===== config.mk =====
export PLATFORM = sky130hd
export DESIGN_NAME = flptm_ctrl
export DESIGN_NICKNAME = d
export VERILOG_FILES = /design/src/rtl/core/flptm_pkg.sv /design/src/rtl/core/flptm_ctrl.sv
export SDC_FILE = /design/constraint.sdc
export NUM_CORES = 1
export LEC_CHECK = 0
export BUFFER_PORTS_ARGS = -buffer_cell sky130_fd_sc_hd__buf_2
export CORE_AREA = 3 3 40 42
export CTS_CLUSTER_SIZE = 10
export DETAILED_ROUTE_END_ITERATION = 8
export DIE_AREA = 0 0 43 45
export GPL_TIMING_DRIVEN = 1
export MAX_ROUTING_LAYER = met4
export PLACE_DENSITY = 0.56
export RECOVER_POWER = 50
export SKIP_CTS_REPAIR_TIMING = 1
export SYNTH_ARGS = -nofsm -noshare
export SYNTH_HDL_FRONTEND = slang
export SYNTH_SLANG_ARGS = --single-unit

===== constraint.sdc =====
create_clock -name aclk -period 1.19 [get_ports aclk]
set_input_delay 0.1785 -clock aclk [delete_from_list [all_inputs] [get_ports aclk]]
set_output_delay 0.1785 -clock aclk [all_outputs]
set_load 0.05 [all_outputs]

===== src/rtl/core/flptm_pkg.sv =====
// ----------------------------------------------------------------------------
// flptm_pkg
// Shared types, field widths and codes for the four-level page table mapper.
// ----------------------------------------------------------------------------
`default_nettype none

package flptm_pkg;

    localparam int VA_W       = 48;
    localparam int PA_W       = 52;
    localparam int FLAG_W     = 12;
    localparam int PN_W       = PA_W - FLAG_W;
    localparam int ENTRY_W    = PA_W;
    localparam int IDX_W      = 9;
    localparam int CNT_W      = 11;
    localparam int CFG_IDX_W  = 2;
    localparam int CFG_DATA_W = 52;

    localparam logic [1:0]        PRESENT_BITS = 2'b11;
    localparam logic [FLAG_W-1:0] FLAGS_RESET  = 12'h003;
    localparam logic [CNT_W-1:0]  LIMIT_RESET  = 11'd16;
    localparam logic [CNT_W-1:0]  NFF_RESET    = 11'd1;

    localparam logic [1:0] LEVEL_ROOT = 2'd0;
    localparam logic [1:0] LEVEL_LAST = 2'd2;
    localparam logic [1:0] LEVEL_LEAF = 2'd3;

    typedef struct packed {
        logic [VA_W-1:0] virtual_address;
        logic [PA_W-1:0] physical_address;
        logic            last_page;
    } in_t;

    typedef struct packed {
        logic [ENTRY_W-1:0] leaf_entry;
        logic [1:0]         tables_allocated;
        logic               error_code;
        logic               last_page_out;
    } out_t;

    typedef enum logic [CFG_IDX_W-1:0] {
        CFG_PAGE_FLAGS  = 2'd0,
        CFG_POOL_BASE   = 2'd1,
        CFG_FRAME_LIMIT = 2'd2
    } cfg_idx_t;

    typedef enum logic [3:0] {
        OP_NONE,
        OP_CLEAR,
        OP_START,
        OP_FOLLOW,
        OP_ADVANCE,
        OP_NEED,
        OP_CHECK,
        OP_LINK,
        OP_READ,
        OP_LEAF
    } op_t;

    typedef struct packed {
        op_t  op;
        logic out_load;
    } cmd_t;

    typedef struct packed {
        logic       present;
        logic [1:0] level;
        logic       err;
        logic       clr_last;
        logic       out_busy;
    } status_t;

    // table index for one walk level
    function automatic logic [IDX_W-1:0] level_index(input logic [VA_W-1:0] va,
                                                     input logic [1:0] level);
        logic [IDX_W-1:0] idx;
        case (level)
            2'd0:    idx = va[47:39];
            2'd1:    idx = va[38:30];
            2'd2:    idx = va[29:21];
            default: idx = va[20:12];
        endcase
        return idx;
    endfunction

endpackage

`default_nettype wire


===== src/rtl/core/flptm_ctrl.sv =====
// ----------------------------------------------------------------------------
// flptm_ctrl
// Walk sequencer: clearing pass, dry walk, frame check, allocating walk.
// ----------------------------------------------------------------------------
`default_nettype none

module flptm_ctrl (
    input  wire logic              aclk,
    input  wire logic              aresetn,
    input  wire logic              s_valid,
    output logic                   s_ready,
    input  wire flptm_pkg::status_t status,
    output flptm_pkg::cmd_t        cmd
);
    import flptm_pkg::*;

    typedef enum logic [3:0] {
        ST_CLEAR,
        ST_IDLE,
        ST_DRY,
        ST_CHECK,
        ST_LINK,
        ST_READ,
        ST_REAL,
        ST_LEAF,
        ST_HOLD
    } state_t;

    state_t state_reg, state_next;

    always_comb begin
        state_next   = state_reg;
        cmd.op       = OP_NONE;
        cmd.out_load = 1'b0;
        case (state_reg)
            ST_CLEAR: begin
                cmd.op = OP_CLEAR;
                if (status.clr_last) begin
                    state_next = ST_IDLE;
                end
            end
            ST_IDLE: begin
                if (s_valid) begin
                    cmd.op     = OP_START;
                    state_next = ST_DRY;
                end
            end
            ST_DRY: begin
                if (!status.present) begin
                    cmd.op     = OP_NEED;
                    state_next = ST_CHECK;
                end else if (status.level == LEVEL_LAST) begin
                    cmd.op     = OP_ADVANCE;
                    state_next = ST_CHECK;
                end else begin
                    cmd.op = OP_FOLLOW;
                end
            end
            ST_CHECK: begin
                cmd.op = OP_CHECK;
                if (status.err) begin
                    state_next = ST_HOLD;
                end else if (status.level == LEVEL_LEAF) begin
                    state_next = ST_LEAF;
                end else begin
                    state_next = ST_LINK;
                end
            end
            ST_LINK: begin
                cmd.op     = OP_LINK;
                state_next = (status.level == LEVEL_LAST) ? ST_LEAF : ST_READ;
            end
            ST_READ: begin
                cmd.op     = OP_READ;
                state_next = ST_REAL;
            end
            ST_REAL: begin
                if (!status.present) begin
                    cmd.op     = OP_LINK;
                    state_next = (status.level == LEVEL_LAST) ? ST_LEAF : ST_READ;
                end else if (status.level == LEVEL_LAST) begin
                    cmd.op     = OP_ADVANCE;
                    state_next = ST_LEAF;
                end else begin
                    cmd.op = OP_FOLLOW;
                end
            end
            ST_LEAF: begin
                cmd.op       = OP_LEAF;
                cmd.out_load = !status.out_busy;
                state_next   = status.out_busy ? ST_HOLD : ST_IDLE;
            end
            ST_HOLD: begin
                cmd.out_load = !status.out_busy;
                if (!status.out_busy) begin
                    state_next = ST_IDLE;
                end
            end
            default: begin
                state_next = ST_IDLE;
            end
        endcase
    end

    always_ff @(posedge aclk) begin
        if (!aresetn) begin
            state_reg <= ST_CLEAR;
        end else begin
            state_reg <= state_next;
        end
    end

    assign s_ready = (state_reg == ST_IDLE);

endmodule

`default_nettype wire


==> results of run 1 <==
kinds of logic (layout without fill, tap and decap cells):
family          count (synthesis)  in the layout  share of synthesized area [%]
simple gates                   23             23                           32.3
compound gates                 17             17                           35.7
buf+inv                         5             35                           6.83
flops                           4              4                           19.9
mux                             2              2                           5.28
routing by layer:
metal | vias to the layer above | track usage (%)
met5 | - | -
met4 | 0 | 3.61
met3 | 0 | 5.98
met2 | 14 | 20.4
met1 | 216 | 15.9
li1 | 257 | -
power groups by stage:
stage	registers (mW)	clock network, mW	logic [mW]
after global placement	0.157	0	0.172
after floorplan	0.148	0	0.119
after global routing	0.156	0.196	0.208
final	0.155	0.162	0.194
after CTS	0.155	0.171	0.173
after detailed placement	0.157	0	0.173
layout by cell type, fill, tap and decap left out:
cell,count
a211oi_2,1
o211ai_1,1
nand3b_1,2
nor2b_1,1
nand2_1,2
a21oi_2,1
o21bai_1,1
buf_6,6
nor2_1,2
a311oi_2,1
o41ai_1,1
clkbuf_4,3
or3_4,1
and2_2,1
a32oi_2,1
nor3_2,1
dfxtp_4,1
nand2_2,1
nor3_4,1
nand3_1,3
dfxtp_1,1
a2111oi_4,1
o2111a_1,1
a311o_1,1
mux2_2,1
inv_1,1
a211o_1,2
buf_2,8
dfxtp_2,2
buf_4,17
a21oi_4,1
and2_1,1
a211oi_1,1
nor2b_4,1
nor2_4,2
a21boi_1,1
a21oi_1,1
mux2i_1,1
nand2b_1,4
o21ai_0,1
cell type report:
cell class                      instances  share of cell area [%]
Timing Repair Buffer                   31                    31.7
Tap cell                               15                    2.53
Clock buffer                            3                    3.04
Sequential cell                         4                    11.6
Inverter                                1                   0.506
Multi-Input combinational cell         42                    50.6
per-stage QoR:
step | instance area (um2) | setup TNS [ps] | util [%] | cells | total power [mW]
6_report | 742 | -1480 | 57.7 | 96 | 0.510
5_1_grt | 742 | -2080 | 57.7 | 96 | 0.560
4_1_cts | 679 | -2430 | 52.9 | 96 | 0.499
3_5_place_dp | 657 | -1100 | 51.1 | 93 | 0.329
3_3_place_gp | 657 | -1080 | 51.1 | 93 | 0.330
2_1_floorplan | 479 | -492 | - | 51 | 0.267
how the worst max path moves through the flow:
stage	start	slack (ps)	endpoint
after CTS	state_reg[0]	-480	cmd[0]
final	state_reg[1]	-300	cmd[2]
after detailed placement	status[3]	-280	cmd[3]
after global placement	status[3]	-240	cmd[3]
after floorplan	state_reg[0]	-260	cmd[3]
after global routing	state_reg[1]	-360	cmd[0]
worst register-to-register path, delay by kind of cell, from the launching register on:
kind	cells	cell delay (ps)
and+or+nand+nor	1	70
AOI/OAI and AO/OA	2	470
buffers and inverters	2	280
DFF	1	350
==> flow_metrics.env, run 1 <==
export IMPL_slew_violations=0
export IMPL_clk_pin_slew_ps=40
export IMPL_reg2reg_setup_slack_ps=-70
export IMPL_ir_drop_mv=0.548
export IMPL_comb_power_share_pct=38.0
export IMPL_post_route_period_util_pct=125
export IMPL_tightestPinTransition_ps=384
export IMPL_netlist_area_leader_share_pct=19.9
export IMPL_area_growth_pct=84.2
export IMPL_io_buffer_count=14
export IMPL_max_stage_delay_ps=330
export IMPL_critPathKind="flip-flop to primary output"
export IMPL_ctsLongestPathBuffers=2
export IMPL_routabilityCongestion=0.736
export IMPL_clk_insertion_delay_late_ps=230
export IMPL_final_nets=92
export IMPL_grt_overflow=0
export IMPL_vias=487
export IMPL_yosys_top_cells_count="dfxtp_1, nand2b_1, nor2_1, a21oi_1, nand3_1"
export IMPL_synthFlopType="dfxtp_1"
export IMPL_h_tree_depth=1
export IMPL_chipWidth_um=43
export IMPL_arrival_ps=1310
export IMPL_drc=0
export IMPL_yosysUniqueCellTypes=31
export IMPL_synthCells=51
export IMPL_slew_headroom_pct=74.1
export IMPL_fp_row_count=13
export IMPL_worst_slack_ps=-298
export IMPL_pre_cts_slack_ps=-279
export IMPL_worstHoldPathType="primary input to flip-flop"
export IMPL_fmaxAchievable_ghz=0.672
export IMPL_power_internal_mw=0.347
export IMPL_antenna_found_initial=0
export IMPL_path_cells="buf_4 > a311o_1 > a21oi_4 > buf_6"
export IMPL_dieArea_um2=1940
export IMPL_hp_start="aresetn"
export IMPL_cp_start_kind="flip-flop"
export IMPL_wl_met2_um=547
export IMPL_grt_usage_pct=13.3
export IMPL_vias_per_cell=5.07
export IMPL_ys_warn_count=0
export IMPL_grt_pass1_wl_um=1840
export IMPL_cp_num_cells=4
export IMPL_synth_seq_cells=4
export IMPL_min_delay_path_depth=2
export IMPL_final_layout_size_suffix_gt1_share_pct=64.2
export IMPL_cts_sinks=4
export IMPL_avgSynthCellArea_um2=7.90
export IMPL_syn_area_um2=403
export IMPL_rsz0062_at_grt="true"
export IMPL_largest_reg_flops=4
export IMPL_hold_ws_ps=232
export IMPL_status="finished, violations left"
export IMPL_critPathCaptureType="primary output"
export IMPL_violations="setup timing"
export IMPL_grt_max_degree=14
export IMPL_dr_pass1_iters=4
export IMPL_p_per_area_nw_per_um2=688
export IMPL_synthArstFlopShare_pct=0
export IMPL_maxCapViolCount=0
export IMPL_p_clk_share_pct=31.6
export IMPL_p_sw_share_pct=32.0
export IMPL_ios=15
export IMPL_hold_viol_final=0
export IMPL_multiInputGateArea_um2=375
export IMPL_start_util_pct=31.4
export IMPL_dieHeight_um=45
export IMPL_p_seq_share_pct=30.4
export IMPL_topRoutingLayerUsed="met3"
export IMPL_finalCriticalPeriod_ps=1490
export IMPL_leakagePower_nw=0.293
export IMPL_cp_slowest_cell="dfxtp_2"
export IMPL_dpl_hpwl_um=945
export IMPL_crit_reg2reg_launch="state_reg[1]"
export IMPL_hold_end="state_reg[3]"
export IMPL_wl_met1_um=559
export IMPL_cp_max_fo=4
export IMPL_yosys_top_cells_area="dfxtp_1, nand2b_1, a211o_1"
export IMPL_crit_required_ps=1010
export IMPL_wl_um=1160
export IMPL_report_final_setup_viol=8
export IMPL_cts_root_buffer="clkbuf_4"
export IMPL_fin_worst_skew_ps=1.33
export IMPL_core_um2=1280
export IMPL_seq_area_um2=86.3
export IMPL_numCtsBuffers=3
export IMPL_synth_edf_count=0
export IMPL_cp_top_family="compound AO/OA/AOI/OAI gates"
export IMPL_drt_initial_drc_count=5
export IMPL_dr_wl_met3_um=53
export IMPL_grt_pass1_vias=433
export IMPL_timing_rr_end="state_reg[1]"
export IMPL_synth_seq_area_share_pct=19.9
export IMPL_n_fill_cell=128
export IMPL_tritoncts="built"
export IMPL_antenna_cells=0
export IMPL_switchingPower_mw=0.164
export IMPL_r2r_cells=5
export IMPL_wl_per_cell_um=12.1
export IMPL_synth_largest_area_cell="dfxtp_1"
export IMPL_postRouteAntennaNets=0
export IMPL_syn_nets=60
export IMPL_cp_num_buf_inv=2
Power figures use the tool's default switching activity.
==> inputs of run 2 (changes only) <==
--- a/config.mk
+++ b/config.mk
@@ -14,6 +14,7 @@
 export MAX_ROUTING_LAYER = met4
 export PLACE_DENSITY = 0.56
 export RECOVER_POWER = 50
+export REMOVE_ABC_BUFFERS = 1
 export SKIP_CTS_REPAIR_TIMING = 1
 export SYNTH_ARGS = -nofsm -noshare
 export SYNTH_HDL_FRONTEND = slang
==> run 2 against run 1 <==
  * The run still ends with setup timing left
  * First-iteration DRC count stayed put
  * Final area is 2.4% lower
  * Worst setup slack worse by 65 ps
  * Final cell count is 2.1% lower
  * Global-route usage is 1.3 points higher
  * Flip-flop and latch count stayed put
  * Non-clock buffer count is 2 lower
  * Hold slack worse by 28 ps
  * Routed wire length is 22% higher
  * Sequential share of layout area is 0.28 points higher
  * Clock skew is 6.9 ps higher
  * Critical path type unchanged
  * Critical endpoint unchanged
  * Largest power group unchanged
==> flow_metrics.env, run 2 (same netlist as run 1, synthesis figures left out) <==
export IMPL_status="finished, violations left"
export IMPL_violations="setup timing"
export IMPL_worst_slack_ps=-364
export IMPL_fin_area_um2=724
export IMPL_slew_violations=0
export IMPL_final_common_cell="buf_4"
export IMPL_numCtsBuffers=3
export IMPL_cp_slowest_cell="dfxtp_2"
export IMPL_crit_required_ps=1010
export IMPL_cpMostUsedCell="a21oi_1"
export IMPL_dpl_hpwl_um=868
export IMPL_wl_per_cell_um=15.1
export IMPL_rsz0062_at_grt="true"
export IMPL_grt_pass1_wl_um=2040
export IMPL_ir_drop_mv=0.575
export IMPL_chipWidth_um=43
export IMPL_switchingPower_mw=0.190
export IMPL_cp_start_kind="flip-flop"
export IMPL_p_seq_share_pct=25.9
export IMPL_grt_max_degree=12
export IMPL_max_stage_delay_ps=370
export IMPL_antenna_found_initial=0
export IMPL_cp_num_cells=4
export IMPL_final_nets=90
export IMPL_r2r_cells=5
export IMPL_grt_pass1_vias=471
export IMPL_io_buffer_count=14
export IMPL_finalCriticalPeriod_ps=1550
export IMPL_place_area_um2=578
export IMPL_dp_cells=89
export IMPL_fin_cells=94
export IMPL_vias_per_cell=5.66
export IMPL_grt_overflow=0
export IMPL_ios=15
export IMPL_clk_pin_slew_ps=40
export IMPL_clk_insertion_delay_late_ps=250
export IMPL_worstHoldPathType="primary input to flip-flop"
export IMPL_core_um2=1280
export IMPL_fin_worst_skew_ps=8.24
export IMPL_tightestPinTransition_ps=296
export IMPL_post_route_util_pct=56.4
export IMPL_arrival_ps=1380
export IMPL_wl_um=1420
export IMPL_ctsLongestPathBuffers=2
export IMPL_antenna_cells=0
export IMPL_p_per_area_nw_per_um2=762
export IMPL_vias=532
export IMPL_cp_max_fo=5
export IMPL_comb_power_share_pct=41.1
export IMPL_grt_usage_pct=14.6
export IMPL_hold_viol_final=0
export IMPL_power_internal_mw=0.362
export IMPL_fmaxAchievable_ghz=0.644
export IMPL_h_tree_depth=1
export IMPL_drt_initial_drc_count=5
export IMPL_critPathKind="flip-flop to primary output"
export IMPL_cp_num_buf_inv=1
export IMPL_dr_pass1_iters=2
export IMPL_drc=0
export IMPL_tritoncts="built"
export IMPL_start_util_pct=31.4
export IMPL_postRouteAntennaNets=0
export IMPL_cts_root_buffer="clkbuf_4"
export IMPL_routabilityCongestion=0.765
export IMPL_path_cells="a21oi_1 > a311o_1 > a21oi_1 > buf_4"
export IMPL_final_layout_size_suffix_gt1_share_pct=55.7
export IMPL_cts_sinks=4
export IMPL_dieHeight_um=45
export IMPL_pre_cts_slack_ps=-185
export IMPL_tns_ps=-1680
export IMPL_layout_common_cells="buf_4, buf_2, buf_6"
export IMPL_p_clk_share_pct=32.9
export IMPL_p_sw_share_pct=34.4
export IMPL_post_route_period_util_pct=131
export IMPL_area_growth_pct=79.8
export IMPL_fp_row_count=13
export IMPL_cp_top_family="compound AO/OA/AOI/OAI gates"
export IMPL_largest_reg_flops=4
export IMPL_critPathCaptureType="primary output"
export IMPL_slew_headroom_pct=80.3
export IMPL_leakagePower_nw=0.284
export IMPL_maxCapViolCount=0
export IMPL_report_final_setup_viol=8
export IMPL_dieArea_um2=1940
export IMPL_min_delay_path_depth=3
-- run 2: cell types whose count changed in the layout (fill, tap and decap cells not counted), moves of 2 or more --
| cell | delta |
|---|---|
| nor2_4 | -2 |
| nor2_1 | +2 |
| buf_4 | -7 |
| a21oi_1 | +2 |
-- run 2: through the flow --
step                hold slack (ps)  power, mW
global route                    206      0.585
finish                          204      0.552
floorplan                       311      0.241
global placement                473      0.325
CTS                             230      0.506
detailed placement              478      0.325
-- run 2: metal layers --
metal  track usage [%]  vias up  wire length [um]
met5                 -        -                 0
met4              7.23        0                42
met3              5.98        6                87
met2              22.8       18               680
met1              16.3      256               607
li1                  -      252                 -
-- run 2: final cells by class --
class	instances	area, um2
Fill cell	115	561
Multi-Input combinational cell	42	353
Timing Repair Buffer	29	240
Sequential cell	4	86.3
Clock buffer	3	22.5
Tap cell	15	18.8
Inverter	1	3.75
-- run 2: worst paths after layout --
path | slack, ps | from | to
worst max-delay path | -360 | state_reg[1] | cmd[2]
worst min-delay path | 200 | aresetn | state_reg[0]
worst max register to register | -110 | state_reg[0] | state_reg[1]
worst min register to register | 680 | state_reg[2] | state_reg[2]
-- run 2: power by group through the flow --
| stage | combinational (mW) | clock [mW] | sequential (mW) |
|---|---|---|---|
| 2_1_floorplan | 0.0865 | 0 | 0.154 |
| 3_3_place_gp | 0.179 | 0 | 0.146 |
| 3_5_place_dp | 0.179 | 0 | 0.146 |
| 4_1_cts | 0.181 | 0.181 | 0.144 |
| 5_1_grt | 0.241 | 0.200 | 0.144 |
| 6_report | 0.227 | 0.182 | 0.143 |
-- run 2: worst reg2reg max path, delay by kind of cell (launching register included) --
kind	cells	cell delay [ps]
AO/OA/AOI/OAI	2	510
buffers and inverters	3	370
flip-flops	1	320
==> inputs of run 3 (changes only) <==
--- a/config.mk
+++ b/config.mk
@@ -5,6 +5,7 @@
 export SDC_FILE = /design/constraint.sdc
 export NUM_CORES = 1
 export LEC_CHECK = 0
+export ABC_AREA = 1
 export BUFFER_PORTS_ARGS = -buffer_cell sky130_fd_sc_hd__buf_2
 export CORE_AREA = 3 3 40 42
 export CTS_CLUSTER_SIZE = 10
@@ -12,9 +13,10 @@
 export DIE_AREA = 0 0 43 45
 export GPL_TIMING_DRIVEN = 1
 export MAX_ROUTING_LAYER = met4
-export PLACE_DENSITY = 0.56
+export PLACE_DENSITY = 0.59
 export RECOVER_POWER = 50
 export REMOVE_ABC_BUFFERS = 1
+export SETUP_SLACK_MARGIN = 0.15
 export SKIP_CTS_REPAIR_TIMING = 1
 export SYNTH_ARGS = -nofsm -noshare
 export SYNTH_HDL_FRONTEND = slang
==> run 3 against run 2 <==
  * The flow still finishes with violations (setup timing)
  * Via count rose by 28%
  * Clock skew is 7.7 ps lower
  * Final cell count is 45% higher
  * Sequential power grew 40%
  * Worst setup slack got worse by 12 ps
  * Total power rose by 130%
  * First-iteration DRC count grew 80%
  * Clock power shrank 8%
  * Hold slack lost 32 ps
  * Maximum frequency down 0.79%
  * Sequential share of layout area is 1.8 points lower
==> flow_metrics.env, run 3 <==
export IMPL_fin_worst_skew_ps=0.553
export IMPL_post_route_period_util_pct=132
export IMPL_p_per_area_nw_per_um2=1400
export IMPL_cp_max_fo=4
export IMPL_tightestPinTransition_ps=303
export IMPL_worst_slack_ps=-376
export IMPL_vias=680
export IMPL_finalCriticalPeriod_ps=1570
export IMPL_synthFlopType="dfxtp_1"
export IMPL_cp_num_buf_inv=3
export IMPL_critPathCaptureType="primary output"
export IMPL_cp_top_family="flip-flops"
export IMPL_report_final_setup_viol=8
export IMPL_wl_um=1750
export IMPL_cp_slowest_cell="dfxtp_2"
export IMPL_status="finished, violations left"
export IMPL_drc=0
export IMPL_synth_largest_area_cell="dfxtp_1"
export IMPL_violations="setup timing"
export IMPL_total_power_mw=1.25
export IMPL_area_growth_pct=101
export IMPL_tritoncts="built"
export IMPL_rsz0062_at_grt="true"
export IMPL_numCtsBuffers=3
export IMPL_dr_pass1_iters=4
export IMPL_synth_seq_area_share_pct=18.1
export IMPL_ctsLongestPathBuffers=2
export IMPL_ir_drop_mv=0.613
export IMPL_place_area_um2=704
export IMPL_dieHeight_um=45
export IMPL_fin_cells=136
export IMPL_grt_usage_pct=16.5
export IMPL_layout_common_cells="buf_4, inv_1, nand2_2, nand2_1"
export IMPL_n_fill_cell=111
export IMPL_postRouteAntennaNets=0
export IMPL_grt_max_degree=6
export IMPL_synthCells=78
export IMPL_cts_root_buffer="clkbuf_4"
export IMPL_antenna_found_initial=0
export IMPL_cts_sinks=4
export IMPL_dp_cells=130
export IMPL_h_tree_depth=1
export IMPL_final_nets=132
export IMPL_final_layout_size_suffix_gt1_share_pct=63.6
export IMPL_syn_area_um2=443
export IMPL_fin_area_um2=888
export IMPL_routabilityCongestion=0.835
export IMPL_synth_edf_count=0
export IMPL_vias_per_cell=5.00
export IMPL_ys_warn_count=0
export IMPL_crit_required_ps=1010
export IMPL_grt_overflow=0
export IMPL_avgSynthCellArea_um2=5.68
export IMPL_hold_viol_final=0
export IMPL_clk_pin_slew_ps=40
export IMPL_slew_violations=0
export IMPL_yosys_top_cells_count="nand2_1, inv_1, nor2_1, nor2_2"
export IMPL_dpl_hpwl_um=1190
export IMPL_grt_pass1_vias=618
export IMPL_slew_headroom_pct=79.7
export IMPL_cp_start_kind="flip-flop"
export IMPL_core_um2=1280
export IMPL_path_cells="nand2_2 > inv_1 > nand2_2 > inv_2 > a21oi_1 > o211ai_1 > buf_4"
export IMPL_maxCapViolCount=0
export IMPL_final_common_cell="buf_4"
export IMPL_dieArea_um2=1940
export IMPL_drt_initial_drc_count=9
export IMPL_io_buffer_count=14
export IMPL_synth_seq_cells=4
export IMPL_leakagePower_nw=0.473
export IMPL_netlist_area_leader_share_pct=18.1
export IMPL_synth_most_common_cell="nand2_1"
export IMPL_largest_reg_flops=4
export IMPL_synthArstFlopShare_pct=0
export IMPL_fp_row_count=13
export IMPL_wl_per_cell_um=12.9
export IMPL_worstHoldPathType="primary input to flip-flop"
export IMPL_antenna_cells=0
export IMPL_fmaxAchievable_ghz=0.639
export IMPL_yosys_top_cells_area="dfxtp_1, nand2_1, inv_1"
export IMPL_grt_pass1_wl_um=2380
export IMPL_clk_insertion_delay_late_ps=240
export IMPL_max_stage_delay_ps=340
export IMPL_chipWidth_um=43
export IMPL_ios=15
export IMPL_critPathKind="flip-flop to primary output"
export IMPL_arrival_ps=1390
export IMPL_start_util_pct=34.5
export IMPL_yosysUniqueCellTypes=17
export IMPL_cpMostUsedCell="nand2_2"
run 3: changes by cell type after synthesis, moves of 3 or more:
cell,change
inv_2,+3
nand2_2,+3
nand2_1,+13
o211ai_1,+3
nor2_1,+7
inv_1,+12
nand4_1,+3
nor2_2,+7
nand2b_1,-4
run 3: cells by family (layout without fill, tap and decap cells):
family | count (synthesis) | after routing | synth area share (%)
AO/OA/AOI/OAI | 13 | 13 | 19.5
buffers and inverters | 16 | 59 | 13.6
flip-flops | 4 | 4 | 18.1
AND/OR/NAND/NOR | 45 | 45 | 48.9
run 3: cell type report:
class                           count  area [um2]  area share [%]
Clock buffer                        3        22.5            2.54
Sequential cell                     4        90.1            10.1
Tap cell                           15        18.8            2.11
Inverter                           16        65.1            7.32
Multi-Input combinational cell     58         389            43.8
Timing Repair Buffer               40         303            34.1
run 3: metrics by stage:
| stage | TNS, ps | util [%] | worst slack, ps | hold WS, ps |
|---|---|---|---|---|
| floorplan | -2580 | - | -1200 | 276 |
| global placement | -1050 | 54.8 | -205 | 394 |
| detailed placement | -1260 | 54.8 | -235 | 404 |
| CTS | -2780 | 56.6 | -490 | 159 |
| global route | -2400 | 69.1 | -410 | 212 |
| finish | -1930 | 69.1 | -376 | 172 |
run 3: path summary, 6_finish.rpt:
| kind | startpoint | to | slack [ps] | depth (start not counted) |
|---|---|---|---|---|
| worst min register to register | state_reg[1] | state_reg[2] | 680 | 3 |
| worst max register to register | state_reg[2] | state_reg[1] | -160 | 10 |
| worst max-delay path | state_reg[1] | cmd[2] | -380 | 7 |
| worst min-delay path | aresetn | state_reg[3] | 170 | 3 |
run 3: per-layer routing:
metal / GRT usage, % / up-vias / part of all wire, %
li1: - / 339 / -
met1: 19.8 / 318 / 39
met2: 28.7 / 19 / 54
met3: 1.59 / 4 / 5.1
met4: 6.02 / 0 / 1.6
met5: - / - / 0
run 3: power breakdown:
group | total (mW) | leakage, nW | internal [mW] | switching (mW)
registers | 0.200 | 0.0349 | 0.160 | 0.0397
clock network | 0.168 | 0.0138 | 0.113 | 0.0554
logic | 0.880 | 0.424 | 0.356 | 0.524
run 3: worst register-to-register path, cell delays in order, from the launching register on:
cell and delay (ps):
dfxtp_4 360, nor2_4 170, inv_2 80, buf_6 120, buf_4 130, nor2_4 80
nand2_2 80, nand2_2 80, nor2_2 40, nand2_1 60, a21oi_2 50
